--- src/utf8_code_point_set_trim_top_defines.svh ---
// Assertion macros shared by the trim block. Each use sits on a line of its own.
// The enclosing module must have clk and arst_n in scope.
`ifndef UTF8_CODE_POINT_SET_TRIM_TOP_DEFINES_SVH
`define UTF8_CODE_POINT_SET_TRIM_TOP_DEFINES_SVH
`ifndef SYNTHESIS
`define UCT_ASSERT(lbl, expr, msg) \
	lbl: assert property (@(posedge clk) disable iff (!arst_n) (expr)) else $error(msg);
`define UCT_ASSERT_NEXT(lbl, ante, cons, msg) \
	lbl: assert property (@(posedge clk) disable iff (!arst_n) (ante) |=> (cons)) \
		else $error(msg);
`else
`define UCT_ASSERT(lbl, expr, msg)
`define UCT_ASSERT_NEXT(lbl, ante, cons, msg)
`endif
`endif

--- src/uctrim_pkg.sv ---
`timescale 1ns / 1ps
package uctrim_pkg;

	localparam int TRIM_ENTRIES_DEF = 6;
	localparam int OFFSET_BITS_DEF  = 16;
	localparam int QUEUE_DEPTH      = 2;

	localparam int BYTE_W     = 8;
	localparam int CP_W       = 32;
	localparam int OUT_W      = 16;
	localparam int MODE_W     = 2;
	localparam int COUNT_W    = 3;
	localparam int CFG_IDX_W  = 3;
	localparam int CFG_DATA_W = 32;

	// Configuration register indexes.
	localparam logic [CFG_IDX_W-1:0] REG_MODE  = 3'd0;
	localparam logic [CFG_IDX_W-1:0] REG_COUNT = 3'd1;
	localparam logic [CFG_IDX_W-1:0] REG_CP0   = 3'd2;

	localparam logic [MODE_W-1:0] MODE_RESET = 2'b11;
	localparam int MODE_LEFT_BIT  = 0;
	localparam int MODE_RIGHT_BIT = 1;

	// Lead and continuation byte patterns.
	localparam logic [BYTE_W-1:0] LEAD4_MASK = 8'b1111_1000;
	localparam logic [BYTE_W-1:0] LEAD4_VAL  = 8'b1111_0000;
	localparam logic [BYTE_W-1:0] LEAD3_MASK = 8'b1111_0000;
	localparam logic [BYTE_W-1:0] LEAD3_VAL  = 8'b1110_0000;
	localparam logic [BYTE_W-1:0] LEAD2_MASK = 8'b1110_0000;
	localparam logic [BYTE_W-1:0] LEAD2_VAL  = 8'b1100_0000;
	localparam logic [BYTE_W-1:0] CONT_MASK  = 8'b1100_0000;
	localparam logic [BYTE_W-1:0] CONT_VAL   = 8'b1000_0000;

	typedef logic [2:0] ulen_t;

	// What one accepted byte does to the trim bookkeeping.
	typedef struct packed {
		logic nt_early;   // truncated unit closes as non-trim at this byte's offset
		logic unit_close; // a unit closes at the offset after this byte
		logic unit_trim;  // that unit matched a trim entry
		logic final_nt;   // unit left open at the last byte closes as non-trim
		logic last;
		logic ovf;
	} uctrim_ev_t;

	function automatic ulen_t lead_len(input logic [BYTE_W-1:0] b);
		ulen_t len;
		if ((b & LEAD4_MASK) == LEAD4_VAL) len = 3'd4;
		else if ((b & LEAD3_MASK) == LEAD3_VAL) len = 3'd3;
		else if ((b & LEAD2_MASK) == LEAD2_VAL) len = 3'd2;
		else len = 3'd1;
		return len;
	endfunction

	function automatic logic is_cont(input logic [BYTE_W-1:0] b);
		return (b & CONT_MASK) == CONT_VAL;
	endfunction

	function automatic logic [CP_W-1:0] top_mask(input ulen_t len);
		logic [CP_W-1:0] m;
		case (len)
			3'd0:    m = 32'h0000_0000;
			3'd1:    m = 32'hFF00_0000;
			3'd2:    m = 32'hFFFF_0000;
			3'd3:    m = 32'hFFFF_FF00;
			default: m = 32'hFFFF_FFFF;
		endcase
		return m;
	endfunction

endpackage

--- src/uctrim_front.sv ---
`timescale 1ns / 1ps
`include "utf8_code_point_set_trim_top_defines.svh"
module uctrim_front #(
	parameter int TRIM_ENTRIES = uctrim_pkg::TRIM_ENTRIES_DEF,
	parameter int OFFSET_BITS  = uctrim_pkg::OFFSET_BITS_DEF
) (
	input  logic                                        clk,
	input  logic                                        arst_n,
	input  logic                                        in_valid,
	output logic                                        in_stall,
	input  logic [uctrim_pkg::BYTE_W-1:0]               in_byte,
	input  logic                                        last_byte,
	input  logic [uctrim_pkg::COUNT_W-1:0]              trim_count,
	input  logic [TRIM_ENTRIES-1:0][uctrim_pkg::CP_W-1:0] trim_cp,
	input  logic                                        q_full,
	output logic                                        q_push,
	output uctrim_pkg::uctrim_ev_t                      ev,
	output logic [OFFSET_BITS-1:0]                      here,
	output logic [OFFSET_BITS-1:0]                      next_pos
);
	import uctrim_pkg::*;

	logic [OFFSET_BITS-1:0] pos_q;
	logic [CP_W-1:0]        partial_q;
	logic [1:0]             need_q;
	logic                   ovf_q;

	logic                   at_max;
	logic                   ovf_new;
	logic                   cont;
	ulen_t                  part_len;
	ulen_t                  cmp_len;
	logic [1:0]             idx;
	logic [1:0]             slot;
	logic [CP_W-1:0]        partial_new;
	logic [1:0]             need_new;
	logic                   check;
	logic                   hit;

	assign in_stall = q_full;
	assign q_push   = in_valid && !q_full;
	assign here     = pos_q;

	always_comb begin
		at_max   = &pos_q;
		next_pos = at_max ? pos_q : pos_q + 1'b1;
		ovf_new  = ovf_q | at_max;
		cont     = is_cont(in_byte);
		part_len = lead_len(partial_q[CP_W-1 -: BYTE_W]);
		idx      = 2'(part_len - {1'b0, need_q});
		slot     = 2'd3 - idx;

		partial_new = partial_q;
		need_new    = need_q;
		cmp_len     = part_len;
		check       = 1'b0;
		ev          = '0;

		if (need_q != 2'd0 && cont) begin
			partial_new = partial_q | ({24'b0, in_byte} << {slot, 3'b000});
			need_new    = need_q - 2'd1;
			if (need_new == 2'd0) begin
				ev.unit_close = 1'b1;
				check         = 1'b1;
			end
		end else begin
			ev.nt_early = (need_q != 2'd0);
			need_new    = 2'd0;
			if (cont) begin
				// A stray continuation byte is a one-byte unit that never matches.
				ev.unit_close = 1'b1;
			end else begin
				partial_new = {in_byte, 24'b0};
				cmp_len     = lead_len(in_byte);
				if (cmp_len == 3'd1) begin
					ev.unit_close = 1'b1;
					check         = 1'b1;
				end else begin
					need_new = 2'(cmp_len - 3'd1);
				end
			end
		end

		hit = 1'b0;
		for (int k = 0; k < TRIM_ENTRIES; k++) begin
			if (COUNT_W'(k) < trim_count &&
			    lead_len(trim_cp[k][CP_W-1 -: BYTE_W]) == cmp_len &&
			    (trim_cp[k] & top_mask(cmp_len)) == partial_new)
				hit = 1'b1;
		end

		ev.unit_trim = check && hit;
		ev.final_nt  = last_byte && (need_new != 2'd0);
		ev.last      = last_byte;
		ev.ovf       = ovf_new;
	end

	always_ff @(posedge clk or negedge arst_n) begin
		if (!arst_n) begin
			pos_q     <= '0;
			partial_q <= '0;
			need_q    <= 2'd0;
			ovf_q     <= 1'b0;
		end else if (q_push) begin
			if (last_byte) begin
				pos_q     <= '0;
				partial_q <= '0;
				need_q    <= 2'd0;
				ovf_q     <= 1'b0;
			end else begin
				pos_q     <= next_pos;
				partial_q <= partial_new;
				need_q    <= need_new;
				ovf_q     <= ovf_new;
			end
		end
	end

	// An open unit always holds a multi-byte lead in its top byte.
	`UCT_ASSERT(a_open_unit_lead, need_q == 2'd0 || partial_q[CP_W-1 -: 2] == 2'b11, "open unit without a multi-byte lead")
	// Overflow is only flagged once the offset has saturated.
	`UCT_ASSERT(a_ovf_saturated, !ovf_q || (&pos_q), "overflow flag set below the saturated offset")

endmodule

--- src/uctrim_fifo.sv ---
`timescale 1ns / 1ps
`include "utf8_code_point_set_trim_top_defines.svh"
module uctrim_fifo #(
	parameter int W     = 8,
	parameter int DEPTH = uctrim_pkg::QUEUE_DEPTH
) (
	input  logic         clk,
	input  logic         arst_n,
	input  logic         push,
	input  logic [W-1:0] din,
	output logic         full,
	input  logic         pop,
	output logic         valid,
	output logic [W-1:0] dout
);
	import uctrim_pkg::*;

	localparam int PTR_W = (DEPTH > 1) ? $clog2(DEPTH) : 1;
	localparam int CNT_W = $clog2(DEPTH + 1);

	logic [W-1:0]     mem_q [DEPTH];
	logic [PTR_W-1:0] wr_q;
	logic [PTR_W-1:0] rd_q;
	logic [CNT_W-1:0] cnt_q;

	assign full  = (cnt_q == CNT_W'(DEPTH));
	assign valid = (cnt_q != '0);
	assign dout  = mem_q[rd_q];

	always_ff @(posedge clk) begin
		if (push) mem_q[wr_q] <= din;
	end

	always_ff @(posedge clk or negedge arst_n) begin
		if (!arst_n) begin
			wr_q  <= '0;
			rd_q  <= '0;
			cnt_q <= '0;
		end else begin
			if (push) wr_q <= (wr_q == PTR_W'(DEPTH - 1)) ? '0 : wr_q + 1'b1;
			if (pop)  rd_q <= (rd_q == PTR_W'(DEPTH - 1)) ? '0 : rd_q + 1'b1;
			if (push && !pop) cnt_q <= cnt_q + 1'b1;
			else if (pop && !push) cnt_q <= cnt_q - 1'b1;
		end
	end

	`UCT_ASSERT(a_pop_nonempty, !pop || cnt_q != '0, "queue popped while empty")
	`UCT_ASSERT(a_push_room, !push || !full || pop, "queue pushed while full")

endmodule

--- src/uctrim_back.sv ---
`timescale 1ns / 1ps
`include "utf8_code_point_set_trim_top_defines.svh"
module uctrim_back #(
	parameter int OFFSET_BITS = uctrim_pkg::OFFSET_BITS_DEF
) (
	input  logic                          clk,
	input  logic                          arst_n,
	input  logic                          q_valid,
	input  uctrim_pkg::uctrim_ev_t        q_ev,
	input  logic [OFFSET_BITS-1:0]        q_here,
	input  logic [OFFSET_BITS-1:0]        q_next,
	output logic                          q_pop,
	input  logic [uctrim_pkg::MODE_W-1:0] trim_mode,
	output logic                          out_valid,
	input  logic                          out_stall,
	output logic [uctrim_pkg::OUT_W-1:0]  keep_start,
	output logic [uctrim_pkg::OUT_W-1:0]  keep_length,
	output logic                          too_long
);
	import uctrim_pkg::*;

	logic                   in_lead_q;
	logic [OFFSET_BITS-1:0] le_q;
	logic [OFFSET_BITS-1:0] lke_q;
	logic                   out_valid_q;
	logic [OUT_W-1:0]       keep_start_q;
	logic [OUT_W-1:0]       keep_length_q;
	logic                   too_long_q;

	logic                   lead_d;
	logic [OFFSET_BITS-1:0] le_d;
	logic [OFFSET_BITS-1:0] lke_d;
	logic [OFFSET_BITS-1:0] start_pos;
	logic [OFFSET_BITS-1:0] end_pos;
	logic [OFFSET_BITS-1:0] len_pos;
	logic [OFFSET_BITS+OUT_W-1:0] start_ext;
	logic [OFFSET_BITS+OUT_W-1:0] len_ext;

	// A string's final beat waits here until the result register is free.
	assign q_pop = q_valid && (!q_ev.last || !out_valid_q || !out_stall);

	always_comb begin
		lead_d = in_lead_q;
		le_d   = le_q;
		lke_d  = lke_q;
		// Closes are applied in stream order: truncated unit, then the unit
		// this byte completes, then a unit left open at the end of the string.
		if (q_ev.nt_early) begin
			lead_d = 1'b0;
			lke_d  = q_here;
		end
		if (q_ev.unit_close) begin
			if (q_ev.unit_trim) begin
				if (lead_d) le_d = q_next;
			end else begin
				lead_d = 1'b0;
				lke_d  = q_next;
			end
		end
		if (q_ev.final_nt) begin
			lead_d = 1'b0;
			lke_d  = q_next;
		end

		start_pos = trim_mode[MODE_LEFT_BIT]  ? le_d  : '0;
		end_pos   = trim_mode[MODE_RIGHT_BIT] ? lke_d : q_next;
		len_pos   = (end_pos > start_pos) ? end_pos - start_pos : '0;
		start_ext = {{OUT_W{1'b0}}, start_pos};
		len_ext   = {{OUT_W{1'b0}}, len_pos};
	end

	always_ff @(posedge clk or negedge arst_n) begin
		if (!arst_n) begin
			in_lead_q <= 1'b1;
			le_q      <= '0;
			lke_q     <= '0;
		end else if (q_pop) begin
			if (q_ev.last) begin
				in_lead_q <= 1'b1;
				le_q      <= '0;
				lke_q     <= '0;
			end else begin
				in_lead_q <= lead_d;
				le_q      <= le_d;
				lke_q     <= lke_d;
			end
		end
	end

	always_ff @(posedge clk or negedge arst_n) begin
		if (!arst_n) begin
			out_valid_q <= 1'b0;
		end else if (q_pop && q_ev.last) begin
			out_valid_q <= 1'b1;
		end else if (!out_stall) begin
			out_valid_q <= 1'b0;
		end
	end

	always_ff @(posedge clk) begin
		if (q_pop && q_ev.last) begin
			keep_start_q  <= start_ext[OUT_W-1:0];
			keep_length_q <= len_ext[OUT_W-1:0];
			too_long_q    <= q_ev.ovf;
		end
	end

	assign out_valid   = out_valid_q;
	assign keep_start  = keep_start_q;
	assign keep_length = keep_length_q;
	assign too_long    = too_long_q;

	`UCT_ASSERT_NEXT(a_clear_after_last, q_pop && q_ev.last, in_lead_q && le_q == '0 && lke_q == '0, "stream state not cleared after final beat")

endmodule

--- src/utf8_code_point_set_trim_top.sv ---
// The final byte's event passes through the queue before the result register loads.
// Throughput: one byte per cycle unless stalled; the two-entry queue between the
// parser and trim tracker and the result register let each side stall on its own.
// Reset (arst_n low, asynchronous) clears the stream state, empties the queue and
// sets trim_mode to 3, trim_count to 0 and all trim entries to 0.
`timescale 1ns / 1ps
module utf8_code_point_set_trim_top #(
	parameter int TRIM_ENTRIES = uctrim_pkg::TRIM_ENTRIES_DEF,
	parameter int OFFSET_BITS  = uctrim_pkg::OFFSET_BITS_DEF
) (
	input  logic                              clk,
	input  logic                              arst_n,
	input  logic                              cfg_write,
	input  logic [uctrim_pkg::CFG_IDX_W-1:0]  cfg_index,
	input  logic [uctrim_pkg::CFG_DATA_W-1:0] cfg_data,
	input  logic                              in_valid,
	output logic                              in_stall,
	input  logic [uctrim_pkg::BYTE_W-1:0]     in_byte,
	input  logic                              last_byte,
	output logic                              out_valid,
	input  logic                              out_stall,
	output logic [uctrim_pkg::OUT_W-1:0]      keep_start,
	output logic [uctrim_pkg::OUT_W-1:0]      keep_length,
	output logic                              too_long
);
	import uctrim_pkg::*;

	localparam int EV_W = $bits(uctrim_ev_t);
	localparam int Q_W  = EV_W + 2 * OFFSET_BITS;

	logic [MODE_W-1:0]                 mode_q;
	logic [COUNT_W-1:0]                count_q;
	logic [TRIM_ENTRIES-1:0][CP_W-1:0] cp_q;

	logic                   q_push;
	logic                   q_full;
	logic                   q_pop;
	logic                   q_valid;
	uctrim_ev_t             f_ev;
	logic [OFFSET_BITS-1:0] f_here;
	logic [OFFSET_BITS-1:0] f_next;
	logic [Q_W-1:0]         q_din;
	logic [Q_W-1:0]         q_dout;
	uctrim_ev_t             b_ev;
	logic [OFFSET_BITS-1:0] b_here;
	logic [OFFSET_BITS-1:0] b_next;

	always_ff @(posedge clk or negedge arst_n) begin
		if (!arst_n) begin
			mode_q  <= MODE_RESET;
			count_q <= '0;
			cp_q    <= '0;
		end else if (cfg_write) begin
			if (cfg_index == REG_MODE) mode_q <= cfg_data[MODE_W-1:0];
			if (cfg_index == REG_COUNT) count_q <= cfg_data[COUNT_W-1:0];
			for (int k = 0; k < TRIM_ENTRIES; k++) begin
				if (cfg_index == CFG_IDX_W'(int'(REG_CP0) + k)) cp_q[k] <= cfg_data[CP_W-1:0];
			end
		end
	end

	uctrim_front #(
		.TRIM_ENTRIES(TRIM_ENTRIES),
		.OFFSET_BITS (OFFSET_BITS)
	) u_front (
		.clk       (clk),
		.arst_n    (arst_n),
		.in_valid  (in_valid),
		.in_stall  (in_stall),
		.in_byte   (in_byte),
		.last_byte (last_byte),
		.trim_count(count_q),
		.trim_cp   (cp_q),
		.q_full    (q_full),
		.q_push    (q_push),
		.ev        (f_ev),
		.here      (f_here),
		.next_pos  (f_next)
	);

	assign q_din = {f_ev, f_here, f_next};

	uctrim_fifo #(
		.W    (Q_W),
		.DEPTH(QUEUE_DEPTH)
	) u_queue (
		.clk   (clk),
		.arst_n(arst_n),
		.push  (q_push),
		.din   (q_din),
		.full  (q_full),
		.pop   (q_pop),
		.valid (q_valid),
		.dout  (q_dout)
	);

	assign {b_ev, b_here, b_next} = q_dout;

	uctrim_back #(
		.OFFSET_BITS(OFFSET_BITS)
	) u_back (
		.clk        (clk),
		.arst_n     (arst_n),
		.q_valid    (q_valid),
		.q_ev       (b_ev),
		.q_here     (b_here),
		.q_next     (b_next),
		.q_pop      (q_pop),
		.trim_mode  (mode_q),
		.out_valid  (out_valid),
		.out_stall  (out_stall),
		.keep_start (keep_start),
		.keep_length(keep_length),
		.too_long   (too_long)
	);

endmodule
--- config.mk ---
export PLATFORM = sky130hd
export DESIGN_NAME = utf8_code_point_set_trim_top
export DESIGN_NICKNAME = d
export VERILOG_FILES = /design/src/uctrim_pkg.sv /design/src/uctrim_front.sv /design/src/uctrim_fifo.sv /design/src/uctrim_back.sv /design/src/utf8_code_point_set_trim_top.sv
export VERILOG_INCLUDE_DIRS = /design/src /design/src/src
export SDC_FILE = /design/constraint.sdc
export NUM_CORES = 1
export LEC_CHECK = 0
export CORE_MARGIN = 5
export CORE_UTILIZATION = 55
export CTS_CLUSTER_DIAMETER = 120
export DETAILED_ROUTE_END_ITERATION = 12
export DONT_BUFFER_PORTS = 1
export PLACE_DENSITY = 0.67
export SETUP_SLACK_MARGIN = 0.3
export SYNTH_ARGS = -nofsm -noshare
export SYNTH_HDL_FRONTEND = slang
export SYNTH_SLANG_ARGS = --single-unit
export TNS_END_PERCENT = 1
--- constraint.sdc ---
create_clock -name clk -period 6.6 [get_ports clk]
set_clock_uncertainty 0.2 [all_clocks]
set_input_delay 1.32 -clock clk [delete_from_list [all_inputs] [get_ports clk]]
set_output_delay 1.32 -clock clk [all_outputs]
set_load 0.01 [all_outputs]
Yosys cells after proc, flatten, opt, wreduce, memory -nomap -nowiden

Memories as Yosys holds them, arrays and structs flattened.
Cells that the tools add are included.
W data, S select, Z words.

Bits in registers: 319
RAM bits: 76
Input port bits: 49
Output and inout port bits: 35
Word-level logic and storage cells: 219
Memories: 1

Memory list:

| name          | words | bits a word | rd ports | clocked after Yosys merged registers in | write ports | line              | text |
|---|---|---|---|---|---|---|---|
| u_queue.mem_q | 2     | 38          | 1        | 0                                       | 1           | uctrim_fifo.sv:21 | `logic [W-1:0] mem_q [DEPTH];` |

Add/sub/neg operators: 10
$lt $le $gt $ge: 7
Equality and inequality tests: 50
Shift-type cells: 1
Mux-type cells: 76
Bitwise gates (word level): 8
Reductions and logical operators: 44

Operator list:

| cell                    | number |
|---|---|
| $mux W16                | 13 |
| $and A32 B32 Y32        | 6 |
| $eq A32 B32 Y1          | 6 |
| $pmux W32 S4            | 1 |
| $mux W32                | 3 |
| $mux W3                 | 19 |
| $eq A5 B5 Y1 const B    | 8 |
| $eq A3 B3 Y1 const B    | 12 |
| $eq A4 B4 Y1 const B    | 8 |
| $or A32 B32 Y32         | 1 |
| $shl A8 B5 Y32          | 1 |
| $mux W2                 | 15 |
| $mux W1                 | 25 |
| $logic_and A1 B1 Y1     | 20 |
| $eq A3 B3 Y1            | 6 |
| $add A16 B1 Y16 const B | 1 |
| $gt A16 B16 Y1          | 1 |
| $reduce_and A16 Y1      | 1 |
| $reduce_and A2 Y1       | 8 |
| $sub A16 B16 Y16        | 1 |
| $eq A3 B2 Y1 const B    | 4 |
| $eq A3 B1 Y1 const B    | 3 |
| $reduce_bool A2 Y1      | 4 |
| $logic_not A1 Y1        | 6 |
| 14 further kinds        | 23 |

Depth between registers and ports, before layout

Depth after elaboration: 20
Depth in mapped cells: 20
Depth with buffers taken out: 18

Cells and area by module

Synthesis repeated with hierarchy kept, for this count alone.

Cell total of the unflattened synthesis: 2,019
Area total of the unflattened synthesis: 22,118.7 µm²

Modules (own cells, without submodules):

| module                       | instances | cells each | area an instance (µm²) | sequential area each (µm²) |
|---|---|---|---|---|
| utf8_code_point_set_trim_top | 1         | 426        | 7,693.6                | 4,932.2 |
| uctrim_front                 | 1         | 1,017      | 7,502.2                | 1,276.2 |
| uctrim_back                  | 1         | 442        | 3,945.0                | 1,843.0 |
| uctrim_fifo                  | 1         | 134        | 2,977.9                | 2,382.3 |

Worst setup path before layout

OpenSTA, ideal clock, no wires.

Kind: register to register
From: register u_queue.rd_q
To: register u_back.keep_length_q[10] (netlist: u_back.keep_length[10]), data pin
Setup time: 0.140 ns
Arrival time: 4.401 ns
Data required time: 6.260 ns
Slack: 1.860 ns
Cell stages (with the launch flop): 21
Clock period less this slack: 4.740 ns
Cells stage by stage: dfrtp_1 > clkbuf_1 > clkbuf_1 > mux2i_1 > nor4b_1 > clkbuf_1 > nand2_1 > o211a_1 > ha_1 > fa_1 > nor2b_1 > o21ai_0 > a21boi_0 > o21ai_0 > o2bb2ai_1 > o211ai_1 > nand2_1 > o21ai_0 > nand2_1 > clkbuf_1 > nor2_1

Cells in the longest elaborated chain, start to end: 7

RTL lines:

| element                                            | line               | text |
|---|---|---|
| start, declared                                    | uctrim_fifo.sv:23  | `logic [PTR_W-1:0] rd_q;` |
| start signal, assigned                             | uctrim_fifo.sv:41  | `if (pop) rd_q <= (rd_q == PTR_W'(DEPTH - 1)) ? '0 : rd_q + 1'b1;` |
| $mem_v2 Z2 W38 *                                   | --                 |  |
| $mux W1                                            | uctrim_back.sv:48  | `if (q_ev.nt_early) begin` |
| $mux W16                                           | uctrim_back.sv:54  | `if (lead_d) le_d = q_next;` |
| $mux W16                                           | uctrim_back.sv:53  | `if (q_ev.unit_trim) begin` |
| $mux W16 *                                         | uctrim_back.sv:52  | `if (q_ev.unit_close) begin` |
| $mux W16 *                                         | uctrim_back.sv:65  | `start_pos = trim_mode[MODE_LEFT_BIT] ? le_d : '0;` |
| named net u_back.start_pos[0]                      | uctrim_back.sv:33  | `logic [OFFSET_BITS-1:0] start_pos;` |
| $sub A16 B16 Y16 or $gt A16 B16 Y1 (tied branches) | uctrim_back.sv:67  | `len_pos = (end_pos > start_pos) ? end_pos - start_pos : '0;` |
| end signal, assigned                               | uctrim_back.sv:103 | `keep_length_q <= len_ext[OUT_W-1:0];` |
| end, declared                                      | uctrim_back.sv:27  | `logic [OUT_W-1:0] keep_length_q;` |

The timed path passes the listed nets; every way through them passes the cells marked *.
A chain may end at the register's enable or synchronous reset.

==> results.py <==
metrics = {
    "clock_tree": {
        "htreeDepth": 2,
        "cts-resized-gates": 0,
        "postCtsSetupBuffers": 0,
        "cts_root_buf": "clkbuf_16",
        "cts-hold-fix-buffers": 0,
        "tritoncts": "built",
        "clk_pin_slew_ns": 0.07,
        "cts_sinks": 395,
        "cts_buffers": 42,
        "clk_latency_ns": 0.59,
        "ctsLongestPathBuffers": 3,
    },
    "synth": {
        "yosys.area.top_type": "dfrtp_1",
        "netlist_area_um2": 21160,
        "netlist_top_cells_area": "dfrtp_1 (33%), edfxtp_1 (15%), mux2_2 (10%)",
        "yosys_warnings": 0,
        "netlist_instances": 1951,
        "synth_edf_count": 109,
        "synth_most_common_cell": "dfrtp_1",
        "seq_area_frac_synth_pct": 49.30,
        "ys.flop_type": "dfrtp_1",
        "ys_ff_latch": 395,
        "synth_top_area_share_pct": 33.46,
        "avgSynthCellArea_um2": 10.85,
        "syn-num-nets": 2022,
        "ys_top_cells_by_count": "dfrtp_1 (283), mux2_2 (197), nand2_1 (184)",
        "synthArstFlopShare_pct": 72.41,
        "yosysUniqueCellTypes": 90,
    },
    "grt": {
        "grt.overflow.total": 0,
        "grt_pass1_wl_mm": 103.6,
        "grt_max_degree": 287,
        "antenna_found_initial": 1,
        "grt_use_total_pct": 32.68,
        "grt_pass1_vias": 15950,
    },
    "timing": {
        "rsz0062_at_grt": "no",
        "finalCriticalPeriod_ns": 5.829,
        "finalSetupViolCount": 0,
        "final_max_slew_viol_count": 0,
        "fin_hold_ws_ns": 0.2716,
        "setup_tns_ns": 0,
        "final-hold-violation-count": 0,
        "max_clock_freq_ghz": 0.1716,
        "worst_pin_slew_ns": 1.248,
        "maxSlewHeadroom_pct": 15.91,
        "period_share_pct": 88.32,
    },
    "place": {
        "gp_congestion": 1.013,
        "io_buffers": 0,
        "dp_hpwl_mm": 49.63,
        "detailed_place.area_um2": 21690,
    },
    "route": {
        "drc": 0,
        "drt_iter0_markers": 1639,
        "viasPerCell": 6.625,
        "via_count": 16340,
        "avgRoutedWirePerCell_um": 28.14,
        "first_pass_iters": 5,
        "ant_nets": 0,
        "wl_mm": 69.39,
    },
    "critical_path": {
        "arrival_ns": 6.04,
        "cp_max_fo": 8,
        "endpoint": "u_queue.mem_q[0][35]",
        "r2r-end": "u_queue.mem_q[0][35]",
        "crit_path_end_kind": "flip-flop",
        "reg2reg_depth": 13,
        "rrSetupSlack_ns": 0.77,
        "crit_path_start_kind": "flip-flop",
        "cp-startpoint": "u_front.partial_q[29]",
        "required_ns": 6.81,
        "r2r_start": "u_front.partial_q[29]",
        "crit_type": "flip-flop to flip-flop",
    },
    "floorplanning": {
        "core-area_um2": 37840,
        "start_util_pct": 55.92,
        "ios": 84,
        "fp-row-count": 71,
        "die_width_um": 206.2,
        "chipHeight_um": 206.2,
        "die_area_um2": 42500,
    },
    "finish": {
        "drive_above_1_share_pct": 17.86,
        "final_area_um2": 23120,
        "final_nets": 1991,
        "synthToLayoutAreaGrowth_pct": 9.252,
        "final_util_pct": 61.10,
    },
    "power_and_ir_drop": {
        "finalPower_mw": 8.994,
        "p_leak_nw": 9.411,
        "power.density_nw_per_um2": 389.0,
        "ir_worst_vdd_mv": 0.2589,
    },
    "run": {
        "drv_cap": 0,
    },
    "run_status": {
        "outcome": "finished, final reports clean",
    },
    "min_path": {
        "worstHoldPathType": "input port to async pin",
    },
}
cell type report:
cell class	instances	area, um^2
Clock inverter	22	230.2
Inverter	59	221.5
Clock buffer	56	1195
Sequential cell	395	10440
Fill cell	3117	14720
Tap cell	511	639.4
Timing Repair Buffer	39	292.8
Antenna cell	1	2.502
Multi-Input combinational cell	1383	10110
logic make-up (layout without fill, tap and decap cells):
family	after synthesis	in the layout	synth area share (%)
simple gates	519	519	12.15
compound gates	445	445	14.66
flops	395	395	49.30
mux	268	268	13.84
buf+inv	173	176	3.346
xor+xnor	129	129	5.374
fa+ha+maj	22	22	1.336
other cells	0	1	0
worst min-delay path by stage:
stage	start	end	slack, ns	depth (start not counted)
2_1_floorplan	u_front.partial_q[0]	u_front.partial_q[0]	0.25	2
3_3_place_gp	u_front.partial_q[13]	u_front.partial_q[13]	0.26	2
3_5_place_dp	u_front.partial_q[5]	u_front.partial_q[5]	0.27	2
4_1_cts	arst_n	cp_q[187]	0.23	0
5_1_grt	arst_n	u_back.le_q[4]	0.25	0
6_report	arst_n	u_back.le_q[4]	0.27	0
flip-flops by register name (all words and copies together) (netlist names), 2 cells and up:
signal,count
cp_q,192
u_queue.mem_q,76
u_front.partial_q,32
u_back.keep_length,16
u_back.keep_start,16
u_back.le_q,16
u_back.lke_q,16
u_front.here,16
count_q,3
mode_q,2
u_front.need_q,2
u_queue.cnt_q,2
power by group:
part           switching, mW  total (mW)  internal, mW  leakage, nW
logic                   1.67        2.79          1.12         4.06
registers              0.560        3.76          3.20         4.65
clock network           1.03        2.44          1.41        0.699
cells in the final DEF, fill, tap and decap left out, drive strengths merged, types with 16 or more instances in the layout:
cell and n:
inv 62, o211ai 24, xor2 50, o21ai 120, xnor2 79, dfrtp 283, nand3 60, mux2 197
nand2 185, nor4 17, edfxtp 109, a31oi 26, a21oi 71, o22ai 35, nor2 102, clkbuf 56
nor3 27, and3 16, a32oi 19, mux2i 71, ha 21, nand4 22, a22o 39, buf 39
worst max-delay path, cell delays in order, from the launching register on:
cell and delay, ns:
dfrtp_1 0.49, o21ai_0 0.21, nor2b_1 0.18, ha_1 0.45, nor4bb_2 0.90, nand2_1 0.19
o31ai_2 0.74, and3_1 0.26, o21ai_0 0.24, a222oi_1 0.72, nand4_1 0.17, or4_1 0.54
o41ai_1 0.08, o31a_1 0.26
per-stage QoR:
| stage | setup WS [ns] | cells |
|---|---|---|
| after detailed placement | 1.044 | 2387 |
| after global routing | 0.7540 | 2465 |
| after global placement | 1.215 | 2387 |
| after floorplan | 1.860 | 1951 |
| final | 0.7709 | 2466 |
| after CTS | 1.042 | 2465 |
metal layers:
layer | routed length (um) | share of wire (%) | global-route usage (%)
met1 | 26930 | 39 | 40.88
met2 | 32960 | 48 | 53.27
met3 | 4651 | 6.7 | 5.492
met4 | 4845 | 7.0 | 20.01
met5 | 0 | 0 | 0
Power figures use the tool's default switching activity.
